## config.mk

```make
export PLATFORM = sky130hd
export DESIGN_NAME = discovered_peer_table_flat
export DESIGN_NICKNAME = d
export VERILOG_FILES = /design/src/hw/rtl/dpt_pkg.sv /design/src/hw/rtl/dpt_ifs.sv /design/src/hw/rtl/dpt_store.sv /design/src/hw/rtl/dpt_alu.sv /design/src/hw/rtl/dpt_ctrl.sv /design/src/hw/rtl/discovered_peer_table.sv /design/src/flat_wrapper.sv
export VERILOG_INCLUDE_DIRS = /design/src /design/src/hw/rtl
export SDC_FILE = /design/constraint.sdc
export NUM_CORES = 2
export LEC_CHECK = 0
export ABC_CLOCK_PERIOD_IN_PS = 5730
export BUFFER_PORTS_ARGS = -buffer_cell sky130_fd_sc_hd__buf_2
export CAP_MARGIN = 15
export CORE_UTILIZATION = 35
export CTS_CLUSTER_DIAMETER = 200
export DETAILED_ROUTE_END_ITERATION = 8
export MAX_ROUTING_LAYER = met4
export SYNTH_ARGS = -nofsm -noshare
export SYNTH_HDL_FRONTEND = slang
export SYNTH_SLANG_ARGS = --single-unit
```

## constraint.sdc

```tcl
create_clock -name clk -period 5.73 [get_ports clk]
set_clock_uncertainty 0.1 [all_clocks]
set_input_delay 1.4325 -clock clk [delete_from_list [all_inputs] [get_ports clk]]
set_output_delay 1.4325 -clock clk [all_outputs]
set_load 0.005 [all_outputs]
```

## src/hw/rtl/assert_macros.svh

```systemverilog
// Assertion macros shared by the RTL; they expect clk and rst_n in scope.
`ifndef ASSERT_MACROS_SVH
`define ASSERT_MACROS_SVH

// same-cycle implication
`define DPT_ASSERT_NOW(lbl, ante, cons, msg) \
    lbl: assert property (@(posedge clk) disable iff (!rst_n) (ante) |-> (cons)) \
        else $error(msg);

// next-cycle implication
`define DPT_ASSERT_NEXT(lbl, ante, cons, msg) \
    lbl: assert property (@(posedge clk) disable iff (!rst_n) (ante) |=> (cons)) \
        else $error(msg);

`endif

```

## src/hw/rtl/dpt_pkg.sv

```systemverilog
// Types and constants of the discovered peer table.
package dpt_pkg;

    localparam int ADDR_W   = 32;
    localparam int PORT_W   = 16;
    localparam int SEQ_W    = 30;
    localparam int TIME_W   = 32;
    localparam int APPID_W  = 32;
    localparam int RSLOT_W  = 4;
    localparam int AGED_W   = 5;
    localparam int ACT_W    = 3;
    localparam int REQ_W    = 2;
    localparam int PDATA_W  = 32;
    localparam int PADDR_W  = 4;

    // request types
    localparam logic [REQ_W-1:0] REQ_ANNOUNCE = 2'd0;
    localparam logic [REQ_W-1:0] REQ_SWEEP    = 2'd1;
    localparam logic [REQ_W-1:0] REQ_READ     = 2'd2;

    // packet kinds
    localparam logic KIND_PRESENT = 1'b0;
    localparam logic KIND_LEAVE   = 1'b1;

    // result actions
    localparam logic [ACT_W-1:0] ACT_IGNORED       = 3'd0;
    localparam logic [ACT_W-1:0] ACT_INSERTED      = 3'd1;
    localparam logic [ACT_W-1:0] ACT_REFRESHED     = 3'd2;
    localparam logic [ACT_W-1:0] ACT_REFRESHED_NEW = 3'd3;
    localparam logic [ACT_W-1:0] ACT_REMOVED       = 3'd4;
    localparam logic [ACT_W-1:0] ACT_DROPPED       = 3'd5;
    localparam logic [ACT_W-1:0] ACT_SWEPT         = 3'd6;
    localparam logic [ACT_W-1:0] ACT_READ          = 3'd7;

    // register indexes (byte address / 4)
    localparam logic [1:0] CFG_APP_ID     = 2'd0;
    localparam logic [1:0] CFG_MATCH_MODE = 2'd1;
    localparam logic [1:0] CFG_TTL        = 2'd2;

    localparam logic [TIME_W-1:0] TTL_RESET = 32'd5000;

    typedef enum logic [2:0] {
        ST_IDLE,
        ST_READ,
        ST_WALK,
        ST_APPLY,
        ST_DONE
    } state_t;

    typedef enum logic [1:0] {
        OP_MATCH,
        OP_AGED,
        OP_NEWER
    } alu_op_t;

    typedef struct packed {
        logic [REQ_W-1:0]   req_type;
        logic [ADDR_W-1:0]  src_address;
        logic [PORT_W-1:0]  src_port;
        logic               header_valid;
        logic [APPID_W-1:0] packet_app_id;
        logic               packet_kind;
        logic [SEQ_W-1:0]   packet_seq;
        logic               seq_restarted;
        logic [TIME_W-1:0]  now_ms;
        logic [RSLOT_W-1:0] read_slot;
    } in_item_t;

    typedef struct packed {
        logic [ACT_W-1:0]   action;
        logic [RSLOT_W-1:0] slot;
        logic [AGED_W-1:0]  aged_count;
        logic               entry_valid;
        logic [ADDR_W-1:0]  entry_address;
        logic [PORT_W-1:0]  entry_port;
        logic [SEQ_W-1:0]   entry_seq;
        logic [TIME_W-1:0]  entry_last_seen;
    } out_item_t;

    typedef struct packed {
        logic [ADDR_W-1:0] address;
        logic [PORT_W-1:0] port;
        logic [SEQ_W-1:0]  seq;
        logic [TIME_W-1:0] last_seen;
    } peer_t;

    typedef struct packed {
        logic set_used;
        logic clr_used;
        logic wr_ident;
        logic wr_seq;
        logic wr_time;
    } store_wr_t;

    typedef struct packed {
        logic [APPID_W-1:0] app_id;
        logic               match_mode;
        logic [TIME_W-1:0]  time_to_live_ms;
    } cfg_t;

endpackage

```

## src/hw/rtl/dpt_ifs.sv

```systemverilog
// Valid/ready channel interfaces for request and result words.
interface dpt_in_if;
    logic               valid;
    logic               ready;
    dpt_pkg::in_item_t  item;

    modport source (output valid, output item, input ready);
    modport sink   (input valid, input item, output ready);
endinterface

interface dpt_out_if;
    logic               valid;
    logic               ready;
    dpt_pkg::out_item_t item;

    modport source (output valid, output item, input ready);
    modport sink   (input valid, input item, output ready);
endinterface

```

## src/hw/rtl/dpt_store.sv

```systemverilog
// Peer storage: slot-used flags in flops, peer fields in a registered-read memory.
module dpt_store #(
    parameter int TABLE_SLOTS = 16
) (
    input  logic                           clk,
    input  logic                           rst_n,
    input  logic                           rd_en,
    input  logic [$clog2(TABLE_SLOTS)-1:0] rd_addr,
    output dpt_pkg::peer_t                 rd_peer,
    output logic                           rd_used,
    input  dpt_pkg::store_wr_t             wr,
    input  logic [$clog2(TABLE_SLOTS)-1:0] wr_addr,
    input  dpt_pkg::peer_t                 wr_peer
);
    localparam int IDENT_W = dpt_pkg::ADDR_W + dpt_pkg::PORT_W;

    logic [IDENT_W-1:0]         ident_mem [TABLE_SLOTS];
    logic [dpt_pkg::SEQ_W-1:0]  seq_mem   [TABLE_SLOTS];
    logic [dpt_pkg::TIME_W-1:0] time_mem  [TABLE_SLOTS];

    logic [TABLE_SLOTS-1:0]     used_reg;
    logic [TABLE_SLOTS-1:0]     used_next;
    logic                       rd_used_reg;
    logic [IDENT_W-1:0]         rd_ident_reg;
    logic [dpt_pkg::SEQ_W-1:0]  rd_seq_reg;
    logic [dpt_pkg::TIME_W-1:0] rd_time_reg;

    always_comb
    begin
        used_next = used_reg;
        if (wr.set_used)
        begin
            used_next[wr_addr] = 1'b1;
        end
        if (wr.clr_used)
        begin
            used_next[wr_addr] = 1'b0;
        end
    end

    always_ff @(posedge clk or negedge rst_n)
    begin
        if (!rst_n)
        begin
            used_reg    <= '0;
            rd_used_reg <= 1'b0;
        end
        else
        begin
            used_reg <= used_next;
            if (rd_en)
            begin
                rd_used_reg <= used_reg[rd_addr];
            end
        end
    end

    always_ff @(posedge clk)
    begin
        if (wr.wr_ident)
        begin
            ident_mem[wr_addr] <= {wr_peer.address, wr_peer.port};
        end
        if (wr.wr_seq)
        begin
            seq_mem[wr_addr] <= wr_peer.seq;
        end
        if (wr.wr_time)
        begin
            time_mem[wr_addr] <= wr_peer.last_seen;
        end
        if (rd_en)
        begin
            rd_ident_reg <= ident_mem[rd_addr];
            rd_seq_reg   <= seq_mem[rd_addr];
            rd_time_reg  <= time_mem[rd_addr];
        end
    end

    assign rd_used = rd_used_reg;
    assign rd_peer = {rd_ident_reg, rd_seq_reg, rd_time_reg};

endmodule

```

## src/hw/rtl/dpt_alu.sv

```systemverilog
// Shared compare unit: peer match, idle test and index-newer test.
module dpt_alu (
    input  dpt_pkg::alu_op_t            op,
    input  dpt_pkg::peer_t              ent,
    input  logic                        match_mode,
    input  logic [dpt_pkg::TIME_W-1:0]  time_to_live_ms,
    input  logic [dpt_pkg::ADDR_W-1:0]  src_address,
    input  logic [dpt_pkg::PORT_W-1:0]  src_port,
    input  logic [dpt_pkg::SEQ_W-1:0]   packet_seq,
    input  logic                        seq_restarted,
    input  logic [dpt_pkg::TIME_W-1:0]  now_ms,
    output logic                        hit
);
    logic [dpt_pkg::TIME_W-1:0] idle_ms;

    // wrapping elapsed time
    assign idle_ms = now_ms - ent.last_seen;

    always_comb
    begin
        case (op)
            dpt_pkg::OP_MATCH:
                hit = (ent.address == src_address) &&
                      (!match_mode || (ent.port == src_port));
            dpt_pkg::OP_AGED:
                hit = idle_ms > time_to_live_ms;
            dpt_pkg::OP_NEWER:
                hit = seq_restarted || (ent.seq < packet_seq);
            default:
                hit = 1'b0;
        endcase
    end

endmodule

```

## src/hw/rtl/dpt_ctrl.sv

```systemverilog
// Sequencer: walks the table one slot a cycle, applies the update, holds the result.
module dpt_ctrl #(
    parameter int TABLE_SLOTS = 16
) (
    input  logic                            clk,
    input  logic                            rst_n,
    dpt_in_if.sink                          in_ch,
    dpt_out_if.source                       out_ch,
    input  logic [dpt_pkg::APPID_W-1:0]     app_id,
    output logic                            rd_en,
    output logic [$clog2(TABLE_SLOTS)-1:0]  rd_addr,
    input  dpt_pkg::peer_t                  rd_peer,
    input  logic                            rd_used,
    output dpt_pkg::store_wr_t              wr,
    output logic [$clog2(TABLE_SLOTS)-1:0]  wr_addr,
    output dpt_pkg::peer_t                  wr_peer,
    output dpt_pkg::alu_op_t                alu_op,
    output dpt_pkg::peer_t                  alu_ent,
    input  logic                            alu_hit,
    output dpt_pkg::in_item_t               req
);
    localparam int SLOT_W = $clog2(TABLE_SLOTS);
    localparam int CNT_W  = $clog2(TABLE_SLOTS + 1);
    localparam int RS_W   = dpt_pkg::RSLOT_W;
    localparam int AG_W   = dpt_pkg::AGED_W;
    localparam logic [SLOT_W-1:0] LAST_SLOT = SLOT_W'(TABLE_SLOTS - 1);

    dpt_pkg::state_t    state_reg, state_next;
    dpt_pkg::in_item_t  req_reg, req_next;
    logic [SLOT_W-1:0]  eidx_reg, eidx_next;
    logic               found_reg, found_next;
    logic [SLOT_W-1:0]  hit_reg, hit_next;
    logic [dpt_pkg::SEQ_W-1:0] hit_seq_reg, hit_seq_next;
    logic               free_vld_reg, free_vld_next;
    logic [SLOT_W-1:0]  free_reg, free_next;
    logic [CNT_W-1:0]   aged_reg, aged_next;
    dpt_pkg::out_item_t res_reg, res_next;
    logic               out_valid_reg, out_valid_next;
    dpt_pkg::out_item_t out_item_reg, out_item_next;

    logic                   accept;
    logic                   hdr_ok;
    logic                   is_sweep;
    logic                   read_in_range;
    logic                   out_load;
    logic [SLOT_W+RS_W-1:0] in_rslot_wide;
    logic [SLOT_W+RS_W-1:0] req_rslot_wide;
    logic [SLOT_W+RS_W-1:0] hit_wide;
    logic [SLOT_W+RS_W-1:0] free_wide;
    logic [CNT_W+AG_W-1:0]  aged_wide;

    assign accept   = in_ch.valid && (state_reg == dpt_pkg::ST_IDLE);
    assign hdr_ok   = in_ch.item.header_valid &&
                      (in_ch.item.packet_app_id == app_id);
    assign is_sweep = (req_reg.req_type == dpt_pkg::REQ_SWEEP);
    assign out_load = (state_reg == dpt_pkg::ST_DONE) &&
                      (!out_valid_reg || out_ch.ready);

    assign in_rslot_wide  = {SLOT_W'(0), in_ch.item.read_slot};
    assign req_rslot_wide = {SLOT_W'(0), req_reg.read_slot};
    assign hit_wide       = {RS_W'(0), hit_reg};
    assign free_wide      = {RS_W'(0), free_reg};
    assign aged_wide      = {AG_W'(0), aged_reg};
    assign read_in_range  = req_rslot_wide < (SLOT_W + RS_W)'(TABLE_SLOTS);

    // next state
    always_comb
    begin
        state_next = state_reg;
        case (state_reg)
            dpt_pkg::ST_IDLE:
            begin
                if (in_ch.valid)
                begin
                    case (in_ch.item.req_type)
                        dpt_pkg::REQ_ANNOUNCE:
                            state_next = hdr_ok ? dpt_pkg::ST_WALK : dpt_pkg::ST_DONE;
                        dpt_pkg::REQ_SWEEP:
                            state_next = dpt_pkg::ST_WALK;
                        dpt_pkg::REQ_READ:
                            state_next = dpt_pkg::ST_READ;
                        default:
                            state_next = dpt_pkg::ST_DONE;
                    endcase
                end
            end
            dpt_pkg::ST_READ:
                state_next = dpt_pkg::ST_DONE;
            dpt_pkg::ST_WALK:
            begin
                if (eidx_reg == LAST_SLOT)
                begin
                    state_next = dpt_pkg::ST_APPLY;
                end
            end
            dpt_pkg::ST_APPLY:
                state_next = dpt_pkg::ST_DONE;
            dpt_pkg::ST_DONE:
            begin
                if (out_load)
                begin
                    state_next = dpt_pkg::ST_IDLE;
                end
            end
            default:
                state_next = dpt_pkg::ST_IDLE;
        endcase
    end

    // outputs toward the store and the compare unit
    always_comb
    begin
        in_ch.ready = (state_reg == dpt_pkg::ST_IDLE);
        rd_en       = 1'b0;
        rd_addr     = eidx_reg + SLOT_W'(1);
        wr          = '0;
        wr_addr     = eidx_reg;
        wr_peer     = {req_reg.src_address, req_reg.src_port,
                       req_reg.packet_seq, req_reg.now_ms};
        alu_op      = dpt_pkg::OP_MATCH;
        alu_ent     = rd_peer;
        case (state_reg)
            dpt_pkg::ST_IDLE:
            begin
                // slot 0 (or the read slot) is fetched on the accept edge
                rd_en   = in_ch.valid;
                rd_addr = (in_ch.item.req_type == dpt_pkg::REQ_READ) ?
                          in_rslot_wide[SLOT_W-1:0] : '0;
            end
            dpt_pkg::ST_WALK:
            begin
                rd_en  = (eidx_reg != LAST_SLOT);
                alu_op = is_sweep ? dpt_pkg::OP_AGED : dpt_pkg::OP_MATCH;
                if (is_sweep)
                begin
                    wr.clr_used = rd_used && alu_hit;
                end
            end
            dpt_pkg::ST_APPLY:
            begin
                alu_op      = dpt_pkg::OP_NEWER;
                alu_ent     = rd_peer;
                alu_ent.seq = hit_seq_reg;
                if (!is_sweep)
                begin
                    if (req_reg.packet_kind == dpt_pkg::KIND_PRESENT)
                    begin
                        if (found_reg)
                        begin
                            wr_addr    = hit_reg;
                            wr.wr_time = 1'b1;
                            wr.wr_seq  = alu_hit;
                        end
                        else if (free_vld_reg)
                        begin
                            wr_addr     = free_reg;
                            wr.set_used = 1'b1;
                            wr.wr_ident = 1'b1;
                            wr.wr_seq   = 1'b1;
                            wr.wr_time  = 1'b1;
                        end
                    end
                    else if (found_reg)
                    begin
                        wr_addr     = hit_reg;
                        wr.clr_used = 1'b1;
                    end
                end
            end
            default:
            begin
            end
        endcase
    end

    // datapath next values
    always_comb
    begin
        req_next       = req_reg;
        eidx_next      = eidx_reg;
        found_next     = found_reg;
        hit_next       = hit_reg;
        hit_seq_next   = hit_seq_reg;
        free_vld_next  = free_vld_reg;
        free_next      = free_reg;
        aged_next      = aged_reg;
        res_next       = res_reg;
        out_valid_next = out_valid_reg;
        out_item_next  = out_item_reg;

        if (out_valid_reg && out_ch.ready)
        begin
            out_valid_next = 1'b0;
        end

        case (state_reg)
            dpt_pkg::ST_IDLE:
            begin
                if (accept)
                begin
                    req_next      = in_ch.item;
                    eidx_next     = '0;
                    found_next    = 1'b0;
                    free_vld_next = 1'b0;
                    aged_next     = '0;
                    res_next      = '0;
                end
            end
            dpt_pkg::ST_READ:
            begin
                res_next.action = dpt_pkg::ACT_READ;
                res_next.slot   = req_reg.read_slot;
                if (read_in_range && rd_used)
                begin
                    res_next.entry_valid     = 1'b1;
                    res_next.entry_address   = rd_peer.address;
                    res_next.entry_port      = rd_peer.port;
                    res_next.entry_seq       = rd_peer.seq;
                    res_next.entry_last_seen = rd_peer.last_seen;
                end
            end
            dpt_pkg::ST_WALK:
            begin
                eidx_next = eidx_reg + SLOT_W'(1);
                if (is_sweep)
                begin
                    if (rd_used && alu_hit)
                    begin
                        aged_next = aged_reg + CNT_W'(1);
                    end
                end
                else if (rd_used)
                begin
                    // lowest matching slot wins
                    if (!found_reg && alu_hit)
                    begin
                        found_next   = 1'b1;
                        hit_next     = eidx_reg;
                        hit_seq_next = rd_peer.seq;
                    end
                end
                else if (!free_vld_reg)
                begin
                    free_vld_next = 1'b1;
                    free_next     = eidx_reg;
                end
            end
            dpt_pkg::ST_APPLY:
            begin
                if (is_sweep)
                begin
                    res_next.action     = dpt_pkg::ACT_SWEPT;
                    res_next.aged_count = aged_wide[AG_W-1:0];
                end
                else if (req_reg.packet_kind == dpt_pkg::KIND_PRESENT)
                begin
                    if (found_reg)
                    begin
                        res_next.action = alu_hit ? dpt_pkg::ACT_REFRESHED_NEW :
                                                    dpt_pkg::ACT_REFRESHED;
                        res_next.slot   = hit_wide[RS_W-1:0];
                    end
                    else if (free_vld_reg)
                    begin
                        res_next.action = dpt_pkg::ACT_INSERTED;
                        res_next.slot   = free_wide[RS_W-1:0];
                    end
                    else
                    begin
                        res_next.action = dpt_pkg::ACT_DROPPED;
                    end
                end
                else if (found_reg)
                begin
                    res_next.action = dpt_pkg::ACT_REMOVED;
                    res_next.slot   = hit_wide[RS_W-1:0];
                end
            end
            dpt_pkg::ST_DONE:
            begin
                if (out_load)
                begin
                    out_valid_next = 1'b1;
                    out_item_next  = res_reg;
                end
            end
            default:
            begin
            end
        endcase
    end

    always_ff @(posedge clk or negedge rst_n)
    begin
        if (!rst_n)
        begin
            state_reg     <= dpt_pkg::ST_IDLE;
            out_valid_reg <= 1'b0;
        end
        else
        begin
            state_reg     <= state_next;
            out_valid_reg <= out_valid_next;
        end
    end

    always_ff @(posedge clk)
    begin
        req_reg      <= req_next;
        eidx_reg     <= eidx_next;
        found_reg    <= found_next;
        hit_reg      <= hit_next;
        hit_seq_reg  <= hit_seq_next;
        free_vld_reg <= free_vld_next;
        free_reg     <= free_next;
        aged_reg     <= aged_next;
        res_reg      <= res_next;
        out_item_reg <= out_item_next;
    end

    assign out_ch.valid = out_valid_reg;
    assign out_ch.item  = out_item_reg;
    assign req          = req_reg;

endmodule

```

## src/hw/rtl/discovered_peer_table.sv

```systemverilog
// Discovered peer table: top level with the register port.
//
// Requests enter on in_ch (valid/ready), one word per request: an announcement,
// an aging sweep or a slot read. Each request gives exactly one result word on
// out_ch. Registers (application id, match mode, time-to-live) sit on the APB
// port at byte addresses 0, 4 and 8; the user must write them only while the
// block idles, as the block itself does not enforce it. Announcements and
// sweeps walk the table through the peer memory one slot per cycle, since the
// memory has a single registered read port, and use one shared compare unit;
// the apply state then writes the update. Reads go through the read state;
// bad headers, foreign ids and unused request types go straight to the done
// state. in_ch.ready is high only between requests. A finished result sits in
// an output register, so the next request is accepted while out_ch stalls; a
// second result waits inside the block until the register frees up. Reset
// empties the table (slot flags clear at once, no clearing pass) and loads the
// register defaults; peer fields are written when a slot is filled.
`include "assert_macros.svh"

module discovered_peer_table #(
    parameter int TABLE_SLOTS = 16
) (
    input  logic                         clk,
    input  logic                         rst_n,
    dpt_in_if.sink                       in_ch,
    dpt_out_if.source                    out_ch,
    input  logic                         psel,
    input  logic                         penable,
    input  logic                         pwrite,
    input  logic [dpt_pkg::PADDR_W-1:0]  paddr,
    input  logic [dpt_pkg::PDATA_W-1:0]  pwdata,
    output logic [dpt_pkg::PDATA_W-1:0]  prdata,
    output logic                         pready
);
    localparam int SLOT_W = $clog2(TABLE_SLOTS);

    dpt_pkg::cfg_t       cfg_reg, cfg_next;
    logic                apb_wr;
    logic [1:0]          reg_idx;

    logic                rd_en;
    logic [SLOT_W-1:0]   rd_addr;
    dpt_pkg::peer_t      rd_peer;
    logic                rd_used;
    dpt_pkg::store_wr_t  st_wr;
    logic [SLOT_W-1:0]   wr_addr;
    dpt_pkg::peer_t      wr_peer;
    dpt_pkg::alu_op_t    alu_op;
    dpt_pkg::peer_t      alu_ent;
    logic                alu_hit;
    dpt_pkg::in_item_t   req;

    assign pready  = 1'b1;
    assign apb_wr  = psel && penable && pwrite && pready;
    assign reg_idx = paddr[dpt_pkg::PADDR_W-1:2];

    always_comb
    begin
        cfg_next = cfg_reg;
        if (apb_wr)
        begin
            case (reg_idx)
                dpt_pkg::CFG_APP_ID:     cfg_next.app_id          = pwdata;
                dpt_pkg::CFG_MATCH_MODE: cfg_next.match_mode      = pwdata[0];
                dpt_pkg::CFG_TTL:        cfg_next.time_to_live_ms = pwdata;
                default:
                begin
                end
            endcase
        end
    end

    always_comb
    begin
        case (reg_idx)
            dpt_pkg::CFG_APP_ID:     prdata = cfg_reg.app_id;
            dpt_pkg::CFG_MATCH_MODE: prdata = {31'd0, cfg_reg.match_mode};
            dpt_pkg::CFG_TTL:        prdata = cfg_reg.time_to_live_ms;
            default:                 prdata = '0;
        endcase
    end

    always_ff @(posedge clk or negedge rst_n)
    begin
        if (!rst_n)
        begin
            cfg_reg.app_id          <= '0;
            cfg_reg.match_mode      <= 1'b0;
            cfg_reg.time_to_live_ms <= dpt_pkg::TTL_RESET;
        end
        else
        begin
            cfg_reg <= cfg_next;
        end
    end

    dpt_store #(
        .TABLE_SLOTS (TABLE_SLOTS)
    ) u_store (
        .clk     (clk),
        .rst_n   (rst_n),
        .rd_en   (rd_en),
        .rd_addr (rd_addr),
        .rd_peer (rd_peer),
        .rd_used (rd_used),
        .wr      (st_wr),
        .wr_addr (wr_addr),
        .wr_peer (wr_peer)
    );

    dpt_alu u_alu (
        .op              (alu_op),
        .ent             (alu_ent),
        .match_mode      (cfg_reg.match_mode),
        .time_to_live_ms (cfg_reg.time_to_live_ms),
        .src_address     (req.src_address),
        .src_port        (req.src_port),
        .packet_seq      (req.packet_seq),
        .seq_restarted   (req.seq_restarted),
        .now_ms          (req.now_ms),
        .hit             (alu_hit)
    );

    dpt_ctrl #(
        .TABLE_SLOTS (TABLE_SLOTS)
    ) u_ctrl (
        .clk            (clk),
        .rst_n          (rst_n),
        .in_ch          (in_ch),
        .out_ch         (out_ch),
        .app_id         (cfg_reg.app_id),
        .rd_en          (rd_en),
        .rd_addr        (rd_addr),
        .rd_peer        (rd_peer),
        .rd_used        (rd_used),
        .wr             (st_wr),
        .wr_addr        (wr_addr),
        .wr_peer        (wr_peer),
        .alu_op         (alu_op),
        .alu_ent        (alu_ent),
        .alu_hit        (alu_hit),
        .req            (req)
    );

    // one request in flight at a time
    `DPT_ASSERT_NEXT(a_one_in_flight, in_ch.valid && in_ch.ready, !in_ch.ready, "request accepted while busy")
    // a slot is never filled and freed in the same cycle
    `DPT_ASSERT_NOW(a_set_clr_excl, st_wr.set_used, !st_wr.clr_used, "slot set and cleared together")
    // table updates only happen while a request is being worked on
    `DPT_ASSERT_NOW(a_write_busy, st_wr.set_used || st_wr.clr_used || st_wr.wr_seq || st_wr.wr_time, !in_ch.ready, "table written while idle")

endmodule

```

## src/flat_wrapper.sv

```systemverilog
// flat-port wrapper written by rule: the top's interface ports become plain ports
module discovered_peer_table_flat 
#(
    parameter int TABLE_SLOTS = 16
)
  (clk, rst_n, psel, penable, pwrite, paddr, pwdata, prdata, pready, in_ch_valid, in_ch_item, in_ch_ready, out_ch_valid, out_ch_item, out_ch_ready);
  dpt_in_if in_ch_i ();
  dpt_out_if out_ch_i ();
  input  logic clk;
  input  logic rst_n;
  input  logic psel;
  input  logic penable;
  input  logic pwrite;
  input  logic [dpt_pkg::PADDR_W-1:0] paddr;
  input  logic [dpt_pkg::PDATA_W-1:0] pwdata;
  output logic [dpt_pkg::PDATA_W-1:0] prdata;
  output logic pready;
  input wire logic [$bits(in_ch_i.valid)-1:0] in_ch_valid;
  input wire logic [$bits(in_ch_i.item)-1:0] in_ch_item;
  output wire logic [$bits(in_ch_i.ready)-1:0] in_ch_ready;
  output wire logic [$bits(out_ch_i.valid)-1:0] out_ch_valid;
  output wire logic [$bits(out_ch_i.item)-1:0] out_ch_item;
  input wire logic [$bits(out_ch_i.ready)-1:0] out_ch_ready;
  assign in_ch_i.valid = in_ch_valid;
  assign in_ch_i.item = in_ch_item;
  assign in_ch_ready = in_ch_i.ready;
  assign out_ch_valid = out_ch_i.valid;
  assign out_ch_item = out_ch_i.item;
  assign out_ch_i.ready = out_ch_ready;
  discovered_peer_table #(.TABLE_SLOTS(TABLE_SLOTS)) u_core (.clk(clk), .rst_n(rst_n), .in_ch(in_ch_i), .out_ch(out_ch_i), .psel(psel), .penable(penable), .pwrite(pwrite), .paddr(paddr), .pwdata(pwdata), .prdata(prdata), .pready(pready));
endmodule
```

==> metrics.md <==
| Metric | Value |
|---|---|
| First-pass GRT wire length | 377000 um |
| Register area | 70700 sq um |
| H-Tree Depth | 4 |
| Vias in the first global route | 57000 |
| Nets@finish | 7761 |
| CTS root buffer | clkbuf_16 |
| Final slew viol count | 0 |
| Initial Util | 0.353 |
| Fillers | 24200 |
| Seq/Total Area, Yosys | 0.747 |
| DR iter-0 viols | 5945 |
| Initial DRT Pass Iterations | 6 |
| Worst-Skew Late Latency | 0.92 ns |
| Largest regs | u_core.u_store.ident_mem (768), u_core.u_store.time_mem (512), u_core.u_store.seq_mem (480) |
| # rows | 190 |
| Ys flop type | edfxtp_1 |
| Yosys warnings | 0 |
| CTS tree | done |
| Largest family of logic cells by synthesized area | simple AND/OR/NAND/NOR gates |
| Final worst path period need | 5.57 ns |
| Area of the multi-input gates | 22400 sq um |
| Register name with the most flops | u_core.u_store.ident_mem |
| Max rail drop VDD | 0.606 mV |
| Distinct cells, synth | 69 |
| Seq cells post-synth | 2369 |
| Leak | 40.3 nW |
| Design area | 112000 sq um |
| CP Capture Type | flop |
| Pwr dens | 577 nW/um^2 |
| Final hold vios | 0 |
| Max Cap Viol | 0 |
| Pwr Total | 64.5 mW |
| Synth Area in Compound Gates | 0.0653 |
| WS Path Type | flop to flop |
| Async SR Flop Fraction | 0.0363 |
| Number of flops mapped to enable cells by yosys | 2283 |
| Die extent in x | 522 um |
| Final setup violation count | 0 |
| Io pins | 352 |
| Min-Delay Path Class | flop to flop |
| Pre-CTS setup slack | -0.778 ns |
| Layout cell share with drive strength beyond 1 | 0.158 |
| Grt total ovfl | 0 |
| Mean Syn Cell Area | 13.6 sq um |
| Post-synth net total | 7243 |
| Max Fclk | 180 MHz |
| Die area | 273000 sq um |
| Clock slew seen by the registers of the worst setup and hold paths | 0.06 ns |
| Placed Area | 103000 sq um |
| HPWL Detailed | 146000 um |
| Clock buffer depth | 4 |
| Status | finished, final reports clean |
| Worst-margin pin slew | 1.02 ns |
| DRC | 0 |
| Vias | 59400 |
| Area of the mapped netlist | 94700 sq um |
| Die Height | 522 um |
| CP arrival | 6.06 ns |
| Num CTS Buffers | 245 |
| Antenna Nets Post-Route | 0 |
| Post-synthesis xor/xnor area fraction | 0.0107 |
| Largest net degree at the start of global routing | 160 |
| Fin cells | 11200 |
| WHS | 0.294 ns |
| Largest register FFs | 768 |
| Drt wl/cell | 23.1 um |
| Drt total wl | 259000 um |
| Gp weighted congestion | 0.839 |
| Crit-path max FO | 7 |
| Inst Count DP | 10700 |
| Synth Area in Simple Gates | 0.132 |
| DR vias/cell | 5.28 |
| Port-buffer cells | 348 |
| Max-slew headroom | 0.322 |
| Type of origin of the critical path | flop |
| Mux contribution to synthesized area | 0.00824 |
| CORE AREA | 268000 sq um |
| Area Overhead vs Synth | 18.0% |
| Initial antenna violation count | 22 |
| Synth Area in Adders | 0.0129 |
| Post-Syn Instances | 6952 |
| Period utilization | 0.971 |
| Crit path required time | 6.22 ns |
| PnR worst setup slack | 0.165 ns |
| CTS sink cnt | 2369 |
| GRT Util Overall | 0.190 |
==> what timing repair did <==
action                     CTS  global route
setup buffers               31            12
setup endpoints to repair  510           386
pin swaps                   20            22
resized for setup           15            19
hold buffers                 0             0
gates cloned                 9             3
==> layout make-up <==
type	instances	area share
Timing Repair Buffer	695	0.0504
Tap cell	3552	0.0398
Multi-Input combinational cell	4052	0.200
Antenna cell	14	0.000314
Clock buffer	303	0.0587
Inverter	107	0.00371
Clock inverter	142	0.0141
Sequential cell	2369	0.633
==> cells by family (layout without fill, tap and decap cells) <==
logic type	count (synthesis)	count (layout)
AOI/OAI and AO/OA	887	887
xor gates and xnor gates	116	116
adders and majority gates	97	97
buffers and inverters	539	1247
DFF	2369	2369
muxes	73	73
other	1	15
and+or+nand+nor	2870	2878
==> critical path, stage by stage, from the launching register on <==
cell and delay, ns:
edfxtp_1 0.45, ha_4 0.25, a21o_1 0.17, nand2b_1 0.15, o2111ai_2 0.21, buf_4 0.16
a211o_1 0.12, o211ai_1 0.20, a211o_1 0.39, a31o_2 0.26, a21oi_2 0.12, xnor2_1 0.09
ha_1 0.30, nand4_1 0.14, nor2_1 0.14, buf_4 0.13, nand3_2 0.11, or4_1 0.55
o21ai_4 0.16, o311a_4 0.26, or2_4 0.18, buf_12 0.13, buf_4 0.13, nor2_4 0.04
buf_12 0.16, buf_12 0.14
==> placed cells by master (no fill, tap or decap), types with 59 or more instances in the layout <==
cell type  instances
and3_1           426
xor2_1            62
dfrtp_1           80
buf_2            347
nand2_1         1943
nor2_1            69
buf_4            249
a211oi_1         113
inv_1            103
buf_12            93
a311oi_1         227
nor2_4            59
clkbuf_16        254
edfxtp_1        2283
nand3_1          238
a21oi_1          153
a31oi_1          229
ha_1              92
==> Yosys cell counts (12+ instances only) <==
master / count / area share
xnor2_1: 54 / 0.0050
buf_1: 20 / 0.00079
a21oi_1: 160 / 0.0085
dfrtp_1: 81 / 0.021
a31oi_1: 230 / 0.015
mux2i_1: 34 / 0.0036
a21o_1: 41 / 0.0033
mux2_2: 39 / 0.0046
nand2b_1: 16 / 0.0011
nor2_1: 118 / 0.0047
nor3_1: 45 / 0.0024
nor2b_1: 12 / 0.00079
a311oi_1: 227 / 0.021
xor2_1: 62 / 0.0057
and3_1: 427 / 0.028
nand2_1: 1945 / 0.077
edfxtp_1: 2283 / 0.72
a211oi_1: 113 / 0.0090
ha_1: 96 / 0.013
nand3_1: 240 / 0.013
inv_1: 105 / 0.0042
clkbuf_1: 270 / 0.011
buf_2: 129 / 0.0068
nor4_1: 13 / 0.00086
o21ai_0: 58 / 0.0031
nand4_1: 26 / 0.0017
o22a_1: 16 / 0.0015
==> metal layers <==
metal	up-vias	wire length (um)	global-route usage
met2	2314	123000	0.302
met5	-	0	-
met1	29900	109000	0.249
met4	0	8830	0.0648
met3	418	18400	0.0287
li1	26800	-	-
==> power breakdown <==
part           internal (mW)  switching [mW]  leakage (nW)
clock network           9.41            6.68          3.98
logic                   8.36            16.2          14.5
registers               22.3            1.51          21.8
==> final timing paths <==
check                                          startpoint                            end  slack, ns  cells after the start
worst max-delay path                u_core.u_ctrl.req[10]   u_core.u_store.seq_mem[5][2]       0.16                     25
worst min-delay path            u_core.u_ctrl.res_reg[22]  u_core.u_ctrl.out_ch.item[22]       0.29                      0
worst max register to register      u_core.u_ctrl.req[10]   u_core.u_store.seq_mem[5][2]       0.16                     25
worst min register to register  u_core.u_ctrl.res_reg[22]  u_core.u_ctrl.out_ch.item[22]       0.29                      0
max in group asynchronous                           rst_n     u_core.u_store.used_reg[1]       3.98                      2
min in group asynchronous                           rst_n             u_core.cfg_reg[44]       0.53                      1
==> through the flow <==
stage | setup TNS, ns | utilization
global route | -0.101 | 0.416
CTS | 0 | 0.415
finish | 0 | 0.416
floorplan | -65.97 | -
detailed placement | -253.34 | 0.382
global placement | -244.87 | 0.382
(Power assumes the default switching activity.)
